## config.mk

```make
export PLATFORM = sky130hd
export DESIGN_NAME = eased_tween_interpolator_core
export DESIGN_NICKNAME = d
export VERILOG_FILES = /design/src/eti_pkg.sv /design/src/eased_tween_interpolator_core.sv
export SDC_FILE = /design/constraint.sdc
export NUM_CORES = 2
export LEC_CHECK = 0
export BUFFER_PORTS_ARGS = -buffer_cell sky130_fd_sc_hd__buf_2
export CAP_MARGIN = 20
export CORE_MARGIN = 8
export CORE_UTILIZATION = 60
export CTS_BUF_LIST = sky130_fd_sc_hd__clkbuf_8 sky130_fd_sc_hd__clkbuf_16
export DETAILED_ROUTE_END_ITERATION = 8
export PLACE_DENSITY = 0.88
export SLEW_MARGIN = 0
export SYNTH_ARGS = -nofsm -noshare
export SYNTH_HDL_FRONTEND = slang
export SYNTH_SLANG_ARGS = --single-unit
export TNS_END_PERCENT = 1
```

## constraint.sdc

```tcl
create_clock -name clock -period 38.7 [get_ports clock]
set_input_delay 7.74 -clock clock [delete_from_list [all_inputs] [get_ports clock]]
set_output_delay 7.74 -clock clock [all_outputs]
set_load 0.02 [all_outputs]
```

## src/eti_pkg.sv

```systemverilog
`timescale 1ns / 1ps
`default_nettype none
// Package for the eased tween interpolator: widths, codes, state type, ease constants.
// Depends on nothing; used by eased_tween_interpolator_core and its testbench.
package eti_pkg;

   // Fixed-point format: Q16.16 values, Q1.16 progress
   localparam int FRAC_BITS = 16;
   localparam int DATA_W    = 32;
   localparam int MODE_W    = 4;
   localparam int PROG_W    = FRAC_BITS + 1;
   localparam int CSR_IDX_W = 3;
   localparam int EASE_W    = 24;

   // Serial multiplier: magnitude widths of the two operands
   localparam int MAG_A_W = 33;
   localparam int MAG_B_W = 23;
   localparam int PROD_W  = MAG_A_W + 1 + MAG_B_W;

   // Serial divider: dividend and divisor widths
   localparam int DVD_W = 48;
   localparam int DVS_W = 33;

   // Configuration register indexes
   localparam logic [CSR_IDX_W-1:0] CSR_START    = 3'd0;
   localparam logic [CSR_IDX_W-1:0] CSR_END      = 3'd1;
   localparam logic [CSR_IDX_W-1:0] CSR_DELAY    = 3'd2;
   localparam logic [CSR_IDX_W-1:0] CSR_DURATION = 3'd3;
   localparam logic [CSR_IDX_W-1:0] CSR_MODE     = 3'd4;

   localparam logic [DATA_W-1:0] DURATION_RESET = 32'd65536;

   // Ease curve codes (13 to 15 fall back to linear)
   typedef enum logic [MODE_W-1:0] {
      EASE_LINEAR    = 4'd0,
      EASE_CUBIC_IN  = 4'd1,
      EASE_CUBIC_OUT = 4'd2,
      EASE_CUBIC_IO  = 4'd3,
      EASE_BACK_IN   = 4'd4,
      EASE_BACK_OUT  = 4'd5,
      EASE_ELASTIC   = 4'd6,
      EASE_BOUNCE    = 4'd7,
      EASE_ACCEL     = 4'd8,
      EASE_DECEL     = 4'd9,
      EASE_ZOOM_IN   = 4'd10,
      EASE_ZOOM_OUT  = 4'd11,
      EASE_REVOLVE   = 4'd12
   } ease_mode_type;

   // Sequencer states
   typedef enum logic [3:0] {
      ST_IDLE, ST_SQ, ST_M2, ST_M3, ST_IDX, ST_SIN, ST_ELA,
      ST_ZOOM, ST_EASE, ST_POS, ST_INC, ST_OUT
   } eti_state_type;

   // Ease constants in Q16.16
   localparam logic signed [EASE_W-1:0] ONE_E    = 24'sd65536;
   localparam logic signed [EASE_W-1:0] BACK_S   = 24'sd111515;
   localparam logic signed [33:0]       BACK_S1  = 34'sd177051;

   // 2^-y curve coefficients, 24 fraction bits
   localparam longint EXP_B24 = -64'sd11267123;
   localparam longint EXP_C24 = 64'sd2878515;

   // 2^-f for f = k/256, quadratic fit, rounded to 16 fraction bits
   function automatic logic [PROG_W-1:0] exp_entry(input logic [7:0] k);
      longint num;
      longint v;
      num = (64'sd1 <<< 40) + EXP_B24 * longint'(k) * 64'sd256
            + EXP_C24 * longint'(k) * longint'(k);
      v   = num >>> 16;
      v   = (v + 64'sd128) >>> 8;
      return v[PROG_W-1:0];
   endfunction

endpackage

```

## src/eased_tween_interpolator_core.sv

```systemverilog
`timescale 1ns / 1ps
`default_nettype none
// Eased tween interpolator: sequencer, bit-serial multiplier and divider.
// Depends on eti_pkg.
//
//  channel | ports                              | direction | handshake
//  --------+------------------------------------+-----------+-----------------
//  req     | req_tick_length                    | in        | req_valid/ready
//  rsp     | rsp_position, written, done_res    | out       | rsp_valid/ready
//  csr     | csr_index, csr_wdata               | in        | csr_we, no wait
//
// One word in flight at a time. A delay tick or a finished-tween tick goes straight to the
// output register; other ticks pass through the ease states, using the one-bit shift-add
// multiplier and the restoring divider one at a time.
// A result waits in the output register until rsp_ready; no new word is taken meanwhile.
// Synchronous active-high reset restores the register reset values and clears progress.
module eased_tween_interpolator_core (
   input  wire logic                               clock,
   input  wire logic                               reset,
   input  wire logic                               req_valid,
   output logic                                    req_ready,
   input  wire logic [eti_pkg::DATA_W-1:0]         req_tick_length,
   output logic                                    rsp_valid,
   input  wire logic                               rsp_ready,
   output logic signed [eti_pkg::DATA_W-1:0]       rsp_position,
   output logic                                    rsp_written,
   output logic                                    rsp_done_res,
   input  wire logic                               csr_we,
   input  wire logic [eti_pkg::CSR_IDX_W-1:0]      csr_index,
   input  wire logic [eti_pkg::DATA_W-1:0]         csr_wdata
);
   import eti_pkg::*;

   // Sequencer and configuration
   eti_state_type state_ff, state_in;
   logic go_ff, go_in;
   logic signed [DATA_W-1:0] start_ff, start_in, end_ff, end_in;
   logic [DATA_W-1:0] delay_cfg_ff, delay_cfg_in, duration_ff, duration_in;
   logic [MODE_W-1:0] mode_ff, mode_in;
   logic [DATA_W-1:0] rem_delay_ff, rem_delay_in;
   logic [PROG_W-1:0] progress_ff, progress_in;
   logic [DATA_W-1:0] tick_ff, tick_in;
   logic signed [EASE_W-1:0] m1_ff, m1_in, m2_ff, m2_in, e_ff, e_in;
   logic [7:0] idx_ff, idx_in;
   logic signed [DATA_W-1:0] pos_ff, pos_in;
   logic written_ff, written_in, done_ff, done_in;

   // Multiplier
   logic mul_go;
   logic signed [33:0] mul_a;
   logic signed [EASE_W-1:0] mul_b;
   logic [33:0] a_abs;
   logic [EASE_W-1:0] b_abs;
   logic mbusy_ff, mbusy_in, mdone_ff, mdone_in, mneg_ff, mneg_in;
   logic [4:0] mcnt_ff, mcnt_in;
   logic [MAG_A_W-1:0] mcand_ff, mcand_in;
   logic [PROD_W-1:0] mprod_ff, mprod_in;
   logic [MAG_A_W+1:0] m_sum;
   logic signed [PROD_W-1:0] mprod_s, mq;
   logic signed [EASE_W-1:0] mq24;

   // Divider
   logic div_go;
   logic [DVD_W-1:0] div_dvd;
   logic [DVS_W-1:0] div_dvs;
   logic dbusy_ff, dbusy_in, ddone_ff, ddone_in;
   logic [5:0] dcnt_ff, dcnt_in;
   logic [DVD_W-1:0] ddvd_ff, ddvd_in;
   logic [DVS_W-1:0] drem_ff, drem_in, ddvs_ff, ddvs_in;
   logic [DVS_W:0] d_trial, d_diff;
   logic d_fit;

   // Operand helpers
   logic [FRAC_BITS-1:0] t;
   logic signed [EASE_W-1:0] t_s, t2_s, u, wp;
   logic t2_lo;
   logic [EASE_W-1:0] w24;
   logic [1:0] seg;
   logic [19:0] x10;
   logic [PROG_W-1:0] pow;
   logic [17:0] rev_sum;
   logic [7:0] a8;
   logic [16:0] q17;
   logic [21:0] t20, zmag;
   logic z_lt;
   logic [24:0] t400, t420;
   logic [25:0] z11num;
   logic signed [33:0] diff;
   logic signed [EASE_W-1:0] ease_val, sin_val, zoom_val;
   logic signed [PROD_W-1:0] pw;
   logic [DVD_W:0] p_sum;

   // Datapath helpers from progress
   always_comb begin
      t       = progress_ff[FRAC_BITS-1:0];
      t_s     = $signed({8'b0, t});
      t2_s    = $signed({7'b0, t, 1'b0});
      t2_lo   = !t[FRAC_BITS-1];
      w24     = ({8'b0, t} << 3) + ({8'b0, t} << 1) + {8'b0, t};
      if (w24 < 24'd262144)      seg = 2'd0;
      else if (w24 < 24'd524288) seg = 2'd1;
      else if (w24 < 24'd655360) seg = 2'd2;
      else                       seg = 2'd3;
      case (seg)
         2'd0:    wp = $signed(w24);
         2'd1:    wp = $signed(w24) - 24'sd393216;
         2'd2:    wp = $signed(w24) - 24'sd589824;
         default: wp = $signed(w24 << 1) - 24'sd1376256;
      endcase
      x10     = ({4'b0, t} << 3) + ({4'b0, t} << 1);
      pow     = exp_entry(x10[15:8]) >> x10[19:16];
      rev_sum = {2'b0, t} + 18'd98304;
      a8      = {idx_ff[6:0], 1'b0};
      q17     = 17'(a8) * 17'(9'd256 - {1'b0, a8});
      t20     = 22'(t) * 22'd20;
      z_lt    = t20 < 22'd65536;
      zmag    = z_lt ? 22'd65536 - t20 : t20 - 22'd65536;
      t400    = 25'(t) * 25'd400;
      t420    = 25'(t) * 25'd420;
      z11num  = 26'd65536 + 26'(t420);
      diff    = $signed({{2{end_ff[31]}}, end_ff}) - $signed({{2{start_ff[31]}}, start_ff});
      case (mode_ff)
         EASE_CUBIC_OUT, EASE_BACK_OUT: u = t_s - ONE_E;
         EASE_DECEL:                    u = ONE_E - t_s;
         EASE_CUBIC_IO:                 u = t2_lo ? t2_s : t2_s - 24'sd131072;
         EASE_BOUNCE:                   u = wp;
         default:                       u = t_s;
      endcase
   end

   // Unit operands by state
   always_comb begin
      mul_a   = {{10{u[23]}}, u};
      mul_b   = u;
      div_dvd = {tick_ff, 16'b0};
      div_dvs = {1'b0, duration_ff};
      case (state_ff)
         ST_M2: begin
            mul_a = (mode_ff == EASE_BACK_IN || mode_ff == EASE_BACK_OUT)
                    ? BACK_S1 : {{10{m1_ff[23]}}, m1_ff};
         end
         ST_M3: begin
            mul_a = {{10{m1_ff[23]}}, m1_ff};
            mul_b = (mode_ff == EASE_BACK_IN) ? m2_ff - BACK_S : m2_ff + BACK_S;
         end
         ST_ELA: begin
            mul_a = {17'b0, pow};
            mul_b = m2_ff;
         end
         ST_POS: begin
            mul_a = diff;
            mul_b = e_ff;
         end
         ST_IDX: begin
            div_dvd = 48'(x10) + 48'd147456;
            div_dvs = 33'd768;
         end
         ST_SIN: begin
            div_dvd = 48'({q17, 20'b0});
            div_dvs = 33'd327680 - 33'({q17, 2'b0});
         end
         ST_ZOOM: begin
            if (mode_ff == EASE_ZOOM_IN) begin
               div_dvd = 48'({zmag, 16'b0});
               div_dvs = 33'd27525120 - 33'(t400);
            end else begin
               div_dvd = 48'({z11num, 16'b0});
               div_dvs = 33'd1310720 + 33'(t400);
            end
         end
         default: begin
         end
      endcase
   end

   // Shift-add multiplier, one multiplier bit per cycle, sign-magnitude
   always_comb begin
      a_abs    = mul_a[33] ? 34'(-mul_a) : 34'(mul_a);
      b_abs    = mul_b[23] ? 24'(-mul_b) : 24'(mul_b);
      m_sum    = {1'b0, mprod_ff[PROD_W-1:MAG_B_W]}
                 + (mprod_ff[0] ? {2'b0, mcand_ff} : '0);
      mbusy_in = mbusy_ff;
      mdone_in = 1'b0;
      mcnt_in  = mcnt_ff;
      mneg_in  = mneg_ff;
      mcand_in = mcand_ff;
      mprod_in = mprod_ff;
      if (mul_go) begin
         mbusy_in = 1'b1;
         mcnt_in  = 5'(MAG_B_W);
         mneg_in  = mul_a[33] ^ mul_b[23];
         mcand_in = a_abs[MAG_A_W-1:0];
         mprod_in = {{(MAG_A_W+1){1'b0}}, b_abs[MAG_B_W-1:0]};
      end else if (mbusy_ff) begin
         mprod_in = {m_sum, mprod_ff[MAG_B_W-1:1]};
         mcnt_in  = mcnt_ff - 5'd1;
         if (mcnt_ff == 5'd1) begin
            mbusy_in = 1'b0;
            mdone_in = 1'b1;
         end
      end
      mprod_s = mneg_ff ? -$signed({1'b0, mprod_ff[PROD_W-2:0]})
                        : $signed({1'b0, mprod_ff[PROD_W-2:0]});
      mq      = mprod_s >>> FRAC_BITS;
      mq24    = mq[EASE_W-1:0];
   end

   // Restoring divider, one quotient bit per cycle
   always_comb begin
      d_trial  = {drem_ff, ddvd_ff[DVD_W-1]};
      d_diff   = d_trial - {1'b0, ddvs_ff};
      d_fit    = !d_diff[DVS_W];
      dbusy_in = dbusy_ff;
      ddone_in = 1'b0;
      dcnt_in  = dcnt_ff;
      ddvd_in  = ddvd_ff;
      drem_in  = drem_ff;
      ddvs_in  = ddvs_ff;
      if (div_go) begin
         dbusy_in = 1'b1;
         dcnt_in  = 6'(DVD_W);
         ddvd_in  = div_dvd;
         drem_in  = '0;
         ddvs_in  = div_dvs;
      end else if (dbusy_ff) begin
         drem_in = d_fit ? d_diff[DVS_W-1:0] : d_trial[DVS_W-1:0];
         ddvd_in = {ddvd_ff[DVD_W-2:0], d_fit};
         dcnt_in = dcnt_ff - 6'd1;
         if (dcnt_ff == 6'd1) begin
            dbusy_in = 1'b0;
            ddone_in = 1'b1;
         end
      end
   end

   // Ease combine, sine sign and zoom sign
   always_comb begin
      sin_val  = idx_ff[7] ? -$signed(ddvd_ff[EASE_W-1:0]) : $signed(ddvd_ff[EASE_W-1:0]);
      zoom_val = (mode_ff == EASE_ZOOM_IN && z_lt) ? -$signed(ddvd_ff[EASE_W-1:0])
                                                  : $signed(ddvd_ff[EASE_W-1:0]);
      case (mode_ff)
         EASE_CUBIC_IN, EASE_BACK_IN:   ease_val = m2_ff;
         EASE_CUBIC_OUT, EASE_BACK_OUT: ease_val = m2_ff + ONE_E;
         EASE_CUBIC_IO: ease_val = (m2_ff >>> 1) + (t2_lo ? 24'sd0 : ONE_E);
         EASE_ELASTIC:  ease_val = (t == '0) ? 24'sd0 : m1_ff + ONE_E;
         EASE_BOUNCE: begin
            case (seg)
               2'd0:    ease_val = m1_ff >>> 4;
               2'd1:    ease_val = (m1_ff >>> 4) + 24'sd49152;
               2'd2:    ease_val = (m1_ff >>> 4) + 24'sd61440;
               default: ease_val = (m1_ff >>> 6) + 24'sd64512;
            endcase
         end
         EASE_ACCEL:                  ease_val = m1_ff;
         EASE_DECEL:                  ease_val = ONE_E - m1_ff;
         EASE_ZOOM_IN, EASE_ZOOM_OUT: ease_val = m2_ff;
         EASE_REVOLVE:                ease_val = (m2_ff + ONE_E) >>> 1;
         default:                     ease_val = t_s;
      endcase
      pw    = $signed({{(PROD_W-DATA_W){start_ff[31]}}, start_ff}) + mq;
      p_sum = {32'b0, progress_ff} + {1'b0, ddvd_ff};
   end

   // Sequencer: next state, unit launches, captures
   always_comb begin
      state_in     = state_ff;
      go_in        = go_ff;
      mul_go       = 1'b0;
      div_go       = 1'b0;
      start_in     = start_ff;
      end_in       = end_ff;
      delay_cfg_in = delay_cfg_ff;
      duration_in  = duration_ff;
      mode_in      = mode_ff;
      rem_delay_in = rem_delay_ff;
      progress_in  = progress_ff;
      tick_in      = tick_ff;
      m1_in        = m1_ff;
      m2_in        = m2_ff;
      e_in         = e_ff;
      idx_in       = idx_ff;
      pos_in       = pos_ff;
      written_in   = written_ff;
      done_in      = done_ff;
      case (state_ff)
         ST_IDLE: begin
            if (req_valid) begin
               tick_in = req_tick_length;
               go_in   = 1'b1;
               if (rem_delay_ff != '0) begin
                  // delay tick: use up delay, no value
                  rem_delay_in = (req_tick_length >= rem_delay_ff)
                                 ? '0 : rem_delay_ff - req_tick_length;
                  pos_in     = '0;
                  written_in = 1'b0;
                  done_in    = 1'b0;
                  state_in   = ST_OUT;
               end else if (progress_ff[FRAC_BITS]) begin
                  // finished: hold the end value
                  pos_in     = end_ff;
                  written_in = 1'b1;
                  done_in    = 1'b1;
                  state_in   = ST_OUT;
               end else begin
                  case (mode_ff)
                     EASE_CUBIC_IN, EASE_CUBIC_OUT, EASE_CUBIC_IO, EASE_BACK_IN,
                     EASE_BACK_OUT, EASE_BOUNCE, EASE_ACCEL, EASE_DECEL:
                        state_in = ST_SQ;
                     EASE_ELASTIC: state_in = (t == '0) ? ST_EASE : ST_IDX;
                     EASE_REVOLVE: begin
                        idx_in   = rev_sum[16:9];
                        state_in = ST_SIN;
                     end
                     EASE_ZOOM_IN, EASE_ZOOM_OUT: state_in = ST_ZOOM;
                     default: state_in = ST_EASE;
                  endcase
               end
            end
         end
         ST_SQ: begin
            if (go_ff) begin
               mul_go = 1'b1;
               go_in  = 1'b0;
            end else if (mdone_ff) begin
               m1_in = mq24;
               go_in = 1'b1;
               case (mode_ff)
                  EASE_CUBIC_IN, EASE_CUBIC_OUT, EASE_CUBIC_IO, EASE_BACK_IN,
                  EASE_BACK_OUT: state_in = ST_M2;
                  default:       state_in = ST_EASE;
               endcase
            end
         end
         ST_M2: begin
            if (go_ff) begin
               mul_go = 1'b1;
               go_in  = 1'b0;
            end else if (mdone_ff) begin
               m2_in    = mq24;
               go_in    = 1'b1;
               state_in = (mode_ff == EASE_BACK_IN || mode_ff == EASE_BACK_OUT)
                          ? ST_M3 : ST_EASE;
            end
         end
         ST_M3, ST_ELA: begin
            if (go_ff) begin
               mul_go = 1'b1;
               go_in  = 1'b0;
            end else if (mdone_ff) begin
               if (state_ff == ST_M3) m2_in = mq24;
               else                   m1_in = mq24;
               go_in    = 1'b1;
               state_in = ST_EASE;
            end
         end
         ST_IDX: begin
            if (go_ff) begin
               div_go = 1'b1;
               go_in  = 1'b0;
            end else if (ddone_ff) begin
               idx_in   = ddvd_ff[7:0];
               go_in    = 1'b1;
               state_in = ST_SIN;
            end
         end
         ST_SIN: begin
            if (go_ff) begin
               div_go = 1'b1;
               go_in  = 1'b0;
            end else if (ddone_ff) begin
               m2_in    = sin_val;
               go_in    = 1'b1;
               state_in = (mode_ff == EASE_ELASTIC) ? ST_ELA : ST_EASE;
            end
         end
         ST_ZOOM: begin
            if (go_ff) begin
               div_go = 1'b1;
               go_in  = 1'b0;
            end else if (ddone_ff) begin
               m2_in    = zoom_val;
               go_in    = 1'b1;
               state_in = ST_EASE;
            end
         end
         ST_EASE: begin
            e_in     = ease_val;
            go_in    = 1'b1;
            state_in = ST_POS;
         end
         ST_POS: begin
            if (go_ff) begin
               mul_go = 1'b1;
               go_in  = 1'b0;
            end else if (mdone_ff) begin
               // saturate to the signed 32-bit range
               if (pw > $signed(57'sh7FFFFFFF))       pos_in = 32'sh7FFFFFFF;
               else if (pw < -$signed(57'sh80000000)) pos_in = 32'sh80000000;
               else                                  pos_in = pw[DATA_W-1:0];
               written_in = 1'b1;
               done_in    = 1'b0;
               go_in      = 1'b1;
               state_in   = ST_INC;
            end
         end
         ST_INC: begin
            if (go_ff) begin
               go_in = 1'b0;
               if (duration_ff == '0) begin
                  progress_in = PROG_W'(1 << FRAC_BITS);
                  state_in    = ST_OUT;
               end else begin
                  div_go = 1'b1;
               end
            end else if (ddone_ff) begin
               progress_in = (p_sum > (DVD_W+1)'(1 << FRAC_BITS))
                             ? PROG_W'(1 << FRAC_BITS) : p_sum[PROG_W-1:0];
               state_in    = ST_OUT;
            end
         end
         ST_OUT: begin
            go_in = 1'b0;
            if (rsp_ready) state_in = ST_IDLE;
         end
         default: state_in = ST_IDLE;
      endcase

      // Register writes to indexes up to CSR_MODE restart the tween
      if (csr_we) begin
         case (csr_index)
            CSR_START:    start_in     = $signed(csr_wdata);
            CSR_END:      end_in       = $signed(csr_wdata);
            CSR_DELAY:    delay_cfg_in = csr_wdata;
            CSR_DURATION: duration_in  = csr_wdata;
            CSR_MODE:     mode_in      = csr_wdata[MODE_W-1:0];
            default: begin
            end
         endcase
         if (csr_index <= CSR_MODE) begin
            rem_delay_in = (csr_index == CSR_DELAY) ? csr_wdata : delay_cfg_ff;
            progress_in  = '0;
         end
      end
   end

   // Control registers
   always_ff @(posedge clock) begin
      if (reset) begin
         state_ff     <= ST_IDLE;
         go_ff        <= 1'b0;
         start_ff     <= '0;
         end_ff       <= '0;
         delay_cfg_ff <= '0;
         duration_ff  <= DURATION_RESET;
         mode_ff      <= '0;
         rem_delay_ff <= '0;
         progress_ff  <= '0;
         mbusy_ff     <= 1'b0;
         mdone_ff     <= 1'b0;
         mcnt_ff      <= '0;
         dbusy_ff     <= 1'b0;
         ddone_ff     <= 1'b0;
         dcnt_ff      <= '0;
      end else begin
         state_ff     <= state_in;
         go_ff        <= go_in;
         start_ff     <= start_in;
         end_ff       <= end_in;
         delay_cfg_ff <= delay_cfg_in;
         duration_ff  <= duration_in;
         mode_ff      <= mode_in;
         rem_delay_ff <= rem_delay_in;
         progress_ff  <= progress_in;
         mbusy_ff     <= mbusy_in;
         mdone_ff     <= mdone_in;
         mcnt_ff      <= mcnt_in;
         dbusy_ff     <= dbusy_in;
         ddone_ff     <= ddone_in;
         dcnt_ff      <= dcnt_in;
      end
   end

   // Payload registers
   always_ff @(posedge clock) begin
      tick_ff    <= tick_in;
      m1_ff      <= m1_in;
      m2_ff      <= m2_in;
      e_ff       <= e_in;
      idx_ff     <= idx_in;
      pos_ff     <= pos_in;
      written_ff <= written_in;
      done_ff    <= done_in;
      mneg_ff    <= mneg_in;
      mcand_ff   <= mcand_in;
      mprod_ff   <= mprod_in;
      ddvd_ff    <= ddvd_in;
      drem_ff    <= drem_in;
      ddvs_ff    <= ddvs_in;
   end

   assign req_ready    = (state_ff == ST_IDLE);
   assign rsp_valid    = (state_ff == ST_OUT);
   assign rsp_position = pos_ff;
   assign rsp_written  = written_ff;
   assign rsp_done_res = done_ff;

   // Checks
   a_one_word: assert property (@(posedge clock) disable iff (reset)
      rsp_valid |-> !req_ready) else $error("word accepted while result pending");
   a_prog_sat: assert property (@(posedge clock) disable iff (reset)
      progress_ff <= PROG_W'(1 << FRAC_BITS)) else $error("progress beyond one");
   a_units: assert property (@(posedge clock) disable iff (reset)
      !(mbusy_ff && dbusy_ff)) else $error("multiplier and divider both busy");
   a_done_wr: assert property (@(posedge clock) disable iff (reset)
      (rsp_valid && rsp_done_res) |-> rsp_written) else $error("done without value");
   a_delay: assert property (@(posedge clock) disable iff (reset)
      (req_valid && req_ready && rem_delay_ff != '0 && !csr_we)
      |=> (rsp_valid && !rsp_written)) else $error("delay tick gave a value");

endmodule
`default_nettype wire

```

After elaboration in Yosys (flattened, before gate mapping):

Cells that the tools add are included.

* flip-flop bits (word level): 552
* output and inout port bits: 36

* add/subtract/negate cells: 42
* multiply operators: 7
* order comparisons: 9
* eq/ne operators: 55
* shifts and indexed selects: 1
* muxes and demuxes: 132
* bitwise gates (word level): 3
* reductions and logical operators: 40

Operator list (count)
* 32-bit 2-to-1 mux: 14
* 24-bit 2-to-1 mux: 17
* 24-bit one-hot mux with 3 select lines: 3
* 24-bit one-hot mux with 4 select lines: 2
* 24-bit one-hot mux with 8 select lines: 1
* 48-bit one-hot mux with 3 select lines: 1
* 17-bit 2-to-1 mux: 8
* 34-bit one-hot mux with 4 select lines: 1
* 33-bit 2-to-1 mux: 4
* 4-bit 2-to-1 mux: 25
* 33-bit one-hot mux with 3 select lines: 1
* 48-bit 2-to-1 mux: 2
* 24-bit by 18-bit adder with 24-bit output, second input constant: 3
* 23-bit 2-to-1 mux: 3
* 32-bit one-hot mux with 2 select lines: 1
* 57-bit 2-to-1 mux: 1
* 56-bit negation with 57-bit output: 1
* 17-bit by 48-bit adder with 49-bit output: 1
* 49-bit by 17-bit greater-than comparator with 1-bit output, second input constant: 1
* 8-bit 2-to-1 mux: 6
* 24-bit one-hot mux with 2 select lines: 1
* 4-bit one-hot mux with 11 select lines: 1
* 20-bit by 17-bit adder with 21-bit output, second input constant: 2
* 32-bit by 41-bit adder with 42-bit output: 1
* 99 further kinds: 188

Longest topological paths before layout:

* word-level depth: 13
* depth in mapped cells: 74
* mapped depth without buffers: 73

Least setup slack after synthesis:

Ideal clock, no wire load.

* path type: reg2reg
* start point: register progress_ff[2]
* end point: register mcand_ff[24], data pin
* library setup time: 261 ps
* data arrival time: 16960 ps
* data required time: 38439 ps
* slack: 21479 ps
* cell stages (with the launch flop): 73
* period minus slack after synthesis: 17221 ps
* path through: dfxtp_1 -> clkbuf_1 -> inv_1 -> fa_1 -> a211oi_1 -> o211ai_1 -> a21bo_2 -> and3_1 -> or2_2 -> inv_1 -> buf_1 -> ha_1 -> ha_1 -> inv_1 -> fa_1 -> fa_1 -> inv_1 -> ha_1 -> [... 37 more ...] -> nor2_1 -> xor2_1 -> o31ai_1 -> nand3_1 -> nor4_2 -> xnor2_1 -> a211oi_1 -> a32oi_1 -> nand2_1 -> o22ai_1 -> a22o_1 -> ha_1 -> inv_1 -> a311oi_1 -> nand4b_1 -> nor3_1 -> a41oi_1 -> xnor2_1

* longest elaborated chain between the ends: 12

Ends and longest elaborated chain
* start, declared: RTL line eased_tween_interpolator_core.sv:41 `logic [PROG_W-1:0] progress_ff, progress_in;`
* start signal, assigned: RTL line eased_tween_interpolator_core.sv:473 `progress_ff <= progress_in;`
* branches (longest 9 deep; another with 41-bit by 39-bit adder with 41-bit output)
* 34-bit one-hot mux with 4 select lines *: RTL line eased_tween_interpolator_core.sv:137 `case (state_ff)`
* 33-bit negation: RTL line eased_tween_interpolator_core.sv:178 `a_abs = mul_a[33] ? 34'(-mul_a) : 34'(mul_a);`
* 33-bit 2-to-1 mux *: RTL line eased_tween_interpolator_core.sv:178
* named net a_abs[24]: RTL line eased_tween_interpolator_core.sv:52 `logic [33:0] a_abs;`
* end signal, assigned: RTL line eased_tween_interpolator_core.sv:494 `mcand_ff <= mcand_in;`
* end, declared: RTL line eased_tween_interpolator_core.sv:56 `logic [MAG_A_W-1:0] mcand_ff, mcand_in;`

Mark *: on every way through the listed nets, which the timed path passes.
A chain may end at the register's enable or synchronous reset.

Final worst setup path:

* start point: register progress_ff[6]
* end point: register mcand_ff[24], data pin

Same word-level chain as after synthesis.

==> metrics.yaml <==
outcome: "finished, violations left"
violations: "DRC"
synth-xor-area-share_pct: 7.509
synthAdderAreaFrac_pct: 23.77
grt_max_degree: 75
synth_area_leaders: "edfxtp_1 (13%), ha_1 (13%), fa_1 (11%)"
slowest_stage: "nor3_1"
ctsHoldBuffers: 0
io_buffers: 107
r2r_cells: 65
top_layer: "met5"
route.detailed.wl_per_inst_um: 26.35
areaGrowthSynthToFinish_pct: 7.772
start_kind: "register"
timing.fmax_mhz: 47.74
post_cts_buffers: 0
worst-endpoint-required_ns: 39.12
yosysWarnings: 0
fin_ws_ns: 17.75
worstSkewPairLatency_ns: 0.68
post_synth_instance_area_um2: 64730
cts_sinks: 552
ctsLongestPathBuffers: 3
synth_top_cell_by_area: "edfxtp_1"
setup_violations: 0
crit_path_frequent_cell: "fa_1"
fin_util_pct: 65.17
synth_most_common_cell: "inv_1"
rr_endpoint: "mcand_ff[24]"
switching_power_mw: 1.162
p_sw_share_pct: 42.27
yosysSeqAreaShare_pct: 21.46
dr.pass1.iters: 9
finalSetupTns_ns: 0
track_usage_pct: 40.94
dp_hpwl_um: 194600
vias_per_cell: 6.644
cp_slowest_stage_delay_ns: 1.08
finalCriticalPeriod_ns: 20.95
dp_cells: 9322
synth-simple-area-share_pct: 17.89
cap_viol_max_count: 0
numCtsBuffers: 66
drive_above_1_share_pct: 6.574
final_cells: 9468
endpoint_kind: "register"
hold_viol: 0
synth-main-ff-cell: "edfxtp_1"
synth_top_family_by_area: "adder cells"
dr_wl_met3_um: 29560
min_path_cells: 2
period_share_pct: 54.12
synth_edf_count: 284
vias: 62900
fin_skew_ns: 0.03809
p_leak_nw: 30.50
muxShareOfSynthArea_pct: 1.674
critPathMaxFanout: 27
rows: 120
synthArstFlopShare_pct: 0
grt_setup_unrepaired: "false"
drt_iter0_markers: 8406
crit_type: "register to register"
cts_tree: "yes"
regToRegStartpoint: "progress_ff[6]"
num_io_pins: 108
dp_slack_ns: 18.19
synth.avg_cell_area_um2: 8.117
slew-limit-headroom_pct: 8.407
ys_seq_elements: 552
worst_pin_slew_ns: 1.360
ant_nets: 0
die_y_um: 344.5
synth-compound-area-share_pct: 20.89
seq_power_share_pct: 30.7
cts_resized: 0
nets: 9081
place_congestion: 1.138
root_buffer: "clkbuf_16"
holdPathEnd: "delay_cfg_ff[11]"
cp.arrival_ns: 21.37
cts.clk_slew.worst_paths_ns: 0.06
synth_top_cell_area_share_pct: 13.17
peakVddDrop_v: 0.00004211
initial_core_util_pct: 60.47
grt_overflow: 0
synth_cell_types: 93
p_int_mw: 1.587
slew_viol_final: 0
core_area_um2: 107100
grt_pass1_vias: 60250
drc: 103
power_frac_clock_pct: 25.2
min-delay-start: "delay_cfg_ff[11]"
r2r_slack_ns: 17.75
antenna_found_initial: 31
syn-instance-count: 7975
comb_power_share_pct: 44.1
grt_first_pass_wirelength_um: 370600
drt-met1-wl_um: 92030
p_per_area_nw_per_um2: 39.40
dieArea_um2: 118700
htree_levels: 3
die_w_um: 344.5
dr_wl_met2_um: 105800
hold_class: "register to register"
synth_commonest_cells: "inv_1 (845), nand2_1 (842), ha_1 (672)"
wl_um: 249500
==> state kept, by name (all words and copies together), names as in the netlist, 4 cells and up <==
signal and cells:
m1_ff 24, e_ff 24, dcnt_ff 6, m2_ff 24, rsp_position 32, idx_ff 8, rem_delay_ff 32, mcnt_ff 5
mode_ff 4, delay_cfg_ff 32, drem_ff 33, progress_ff 17, end_ff 32, duration_ff 32, ddvs_ff 33, state_ff 4
ddvd_ff 48, start_ff 32, tick_ff 32, mcand_ff 33, mprod_ff 57
==> critical path, delay by kind of cell (launching register included) <==
family	cells	cell delay [ns]
buffers and inverters	7	1.77
adder cells (fa/ha/maj)	12	5.34
flip-flops	1	0.87
XOR/XNOR	4	0.99
AO/OA/AOI/OAI	30	7.99
AND/OR/NAND/NOR	12	3.72
==> logic make-up after synthesis <==
| family | after synthesis |
|---|---|
| compound gates | 2101 |
| xor+xnor | 555 |
| simple gates | 2462 |
| fa+ha+maj | 1025 |
| flops | 552 |
| mux | 108 |
| buf+inv | 1170 |
| other cells | 2 |
==> stage by stage <==
step	hold slack [ns]	instance area (um^2)	power, mW
global route	0.4709	69720	2.851
global placement	0.4408	67230	1.965
floorplan	0.4357	64750	1.603
CTS	0.4543	69650	2.693
finish	0.4515	69760	2.749
detailed placement	0.4460	67260	2.000
==> metal layers <==
metal  vias to the layer above  track usage [%]
met4                        20            29.63
met2                      3861            61.15
met1                     29970            50.74
met3                       984            11.20
li1                      28060                -
met5                         -                0
==> layout by cell type, fill, tap and decap left out, types with 46 or more instances in the layout <==
| master | n |
|---|---|
| a221oi_1 | 74 |
| nor3_1 | 170 |
| nand2_1 | 841 |
| nand4_1 | 64 |
| and3_1 | 63 |
| buf_4 | 150 |
| nand3_1 | 141 |
| a211oi_1 | 83 |
| edfxtp_1 | 284 |
| xnor2_1 | 391 |
| and2_1 | 103 |
| dfxtp_1 | 266 |
| a22oi_1 | 46 |
| ha_1 | 672 |
| o21ai_0 | 477 |
| nand2b_1 | 89 |
| a31oi_1 | 79 |
| nor4_1 | 46 |
| nor2_1 | 615 |
| inv_1 | 854 |
| clkbuf_16 | 68 |
| buf_2 | 106 |
| a21oi_1 | 624 |
| fa_1 | 344 |
| or2_2 | 63 |
| o21a_1 | 77 |
| or3_1 | 74 |
| o31ai_1 | 47 |
| mux2i_1 | 106 |
| a21o_1 | 109 |
| xor2_1 | 155 |
| nor2b_1 | 66 |
==> power groups by stage <==
stage | clock network [mW] | logic (mW) | registers [mW]
after floorplan | 0 | 0.762 | 0.841
after global placement | 0 | 1.12 | 0.849
after detailed placement | 0 | 1.15 | 0.853
after CTS | 0.695 | 1.16 | 0.842
after global routing | 0.716 | 1.28 | 0.854
final | 0.692 | 1.21 | 0.845
==> worst max path at each step <==
stage	cells past startpoint	end	from	slack, ns
after floorplan	72	mcand_ff[24]	progress_ff[2]	21.48
after global placement	66	mcand_ff[24]	progress_ff[6]	18.61
after detailed placement	67	mcand_ff[24]	progress_ff[6]	18.19
after CTS	67	mcand_ff[24]	progress_ff[6]	18.09
after global routing	67	mcand_ff[24]	progress_ff[6]	16.63
final	65	mcand_ff[24]	progress_ff[6]	17.75
==> area by class of cell <==
type,instances,area (um^2)
diodes,18,45.04
clock buffers,74,1784
clock inverters,48,613.1
fillers,8988,37290
inverters,853,3202
multi-input cells,6258,46740
flip-flops and latches,552,13900
well taps,1403,1755
repair buffers,262,1723
Note: power is estimated with default switching activity, not from simulation.
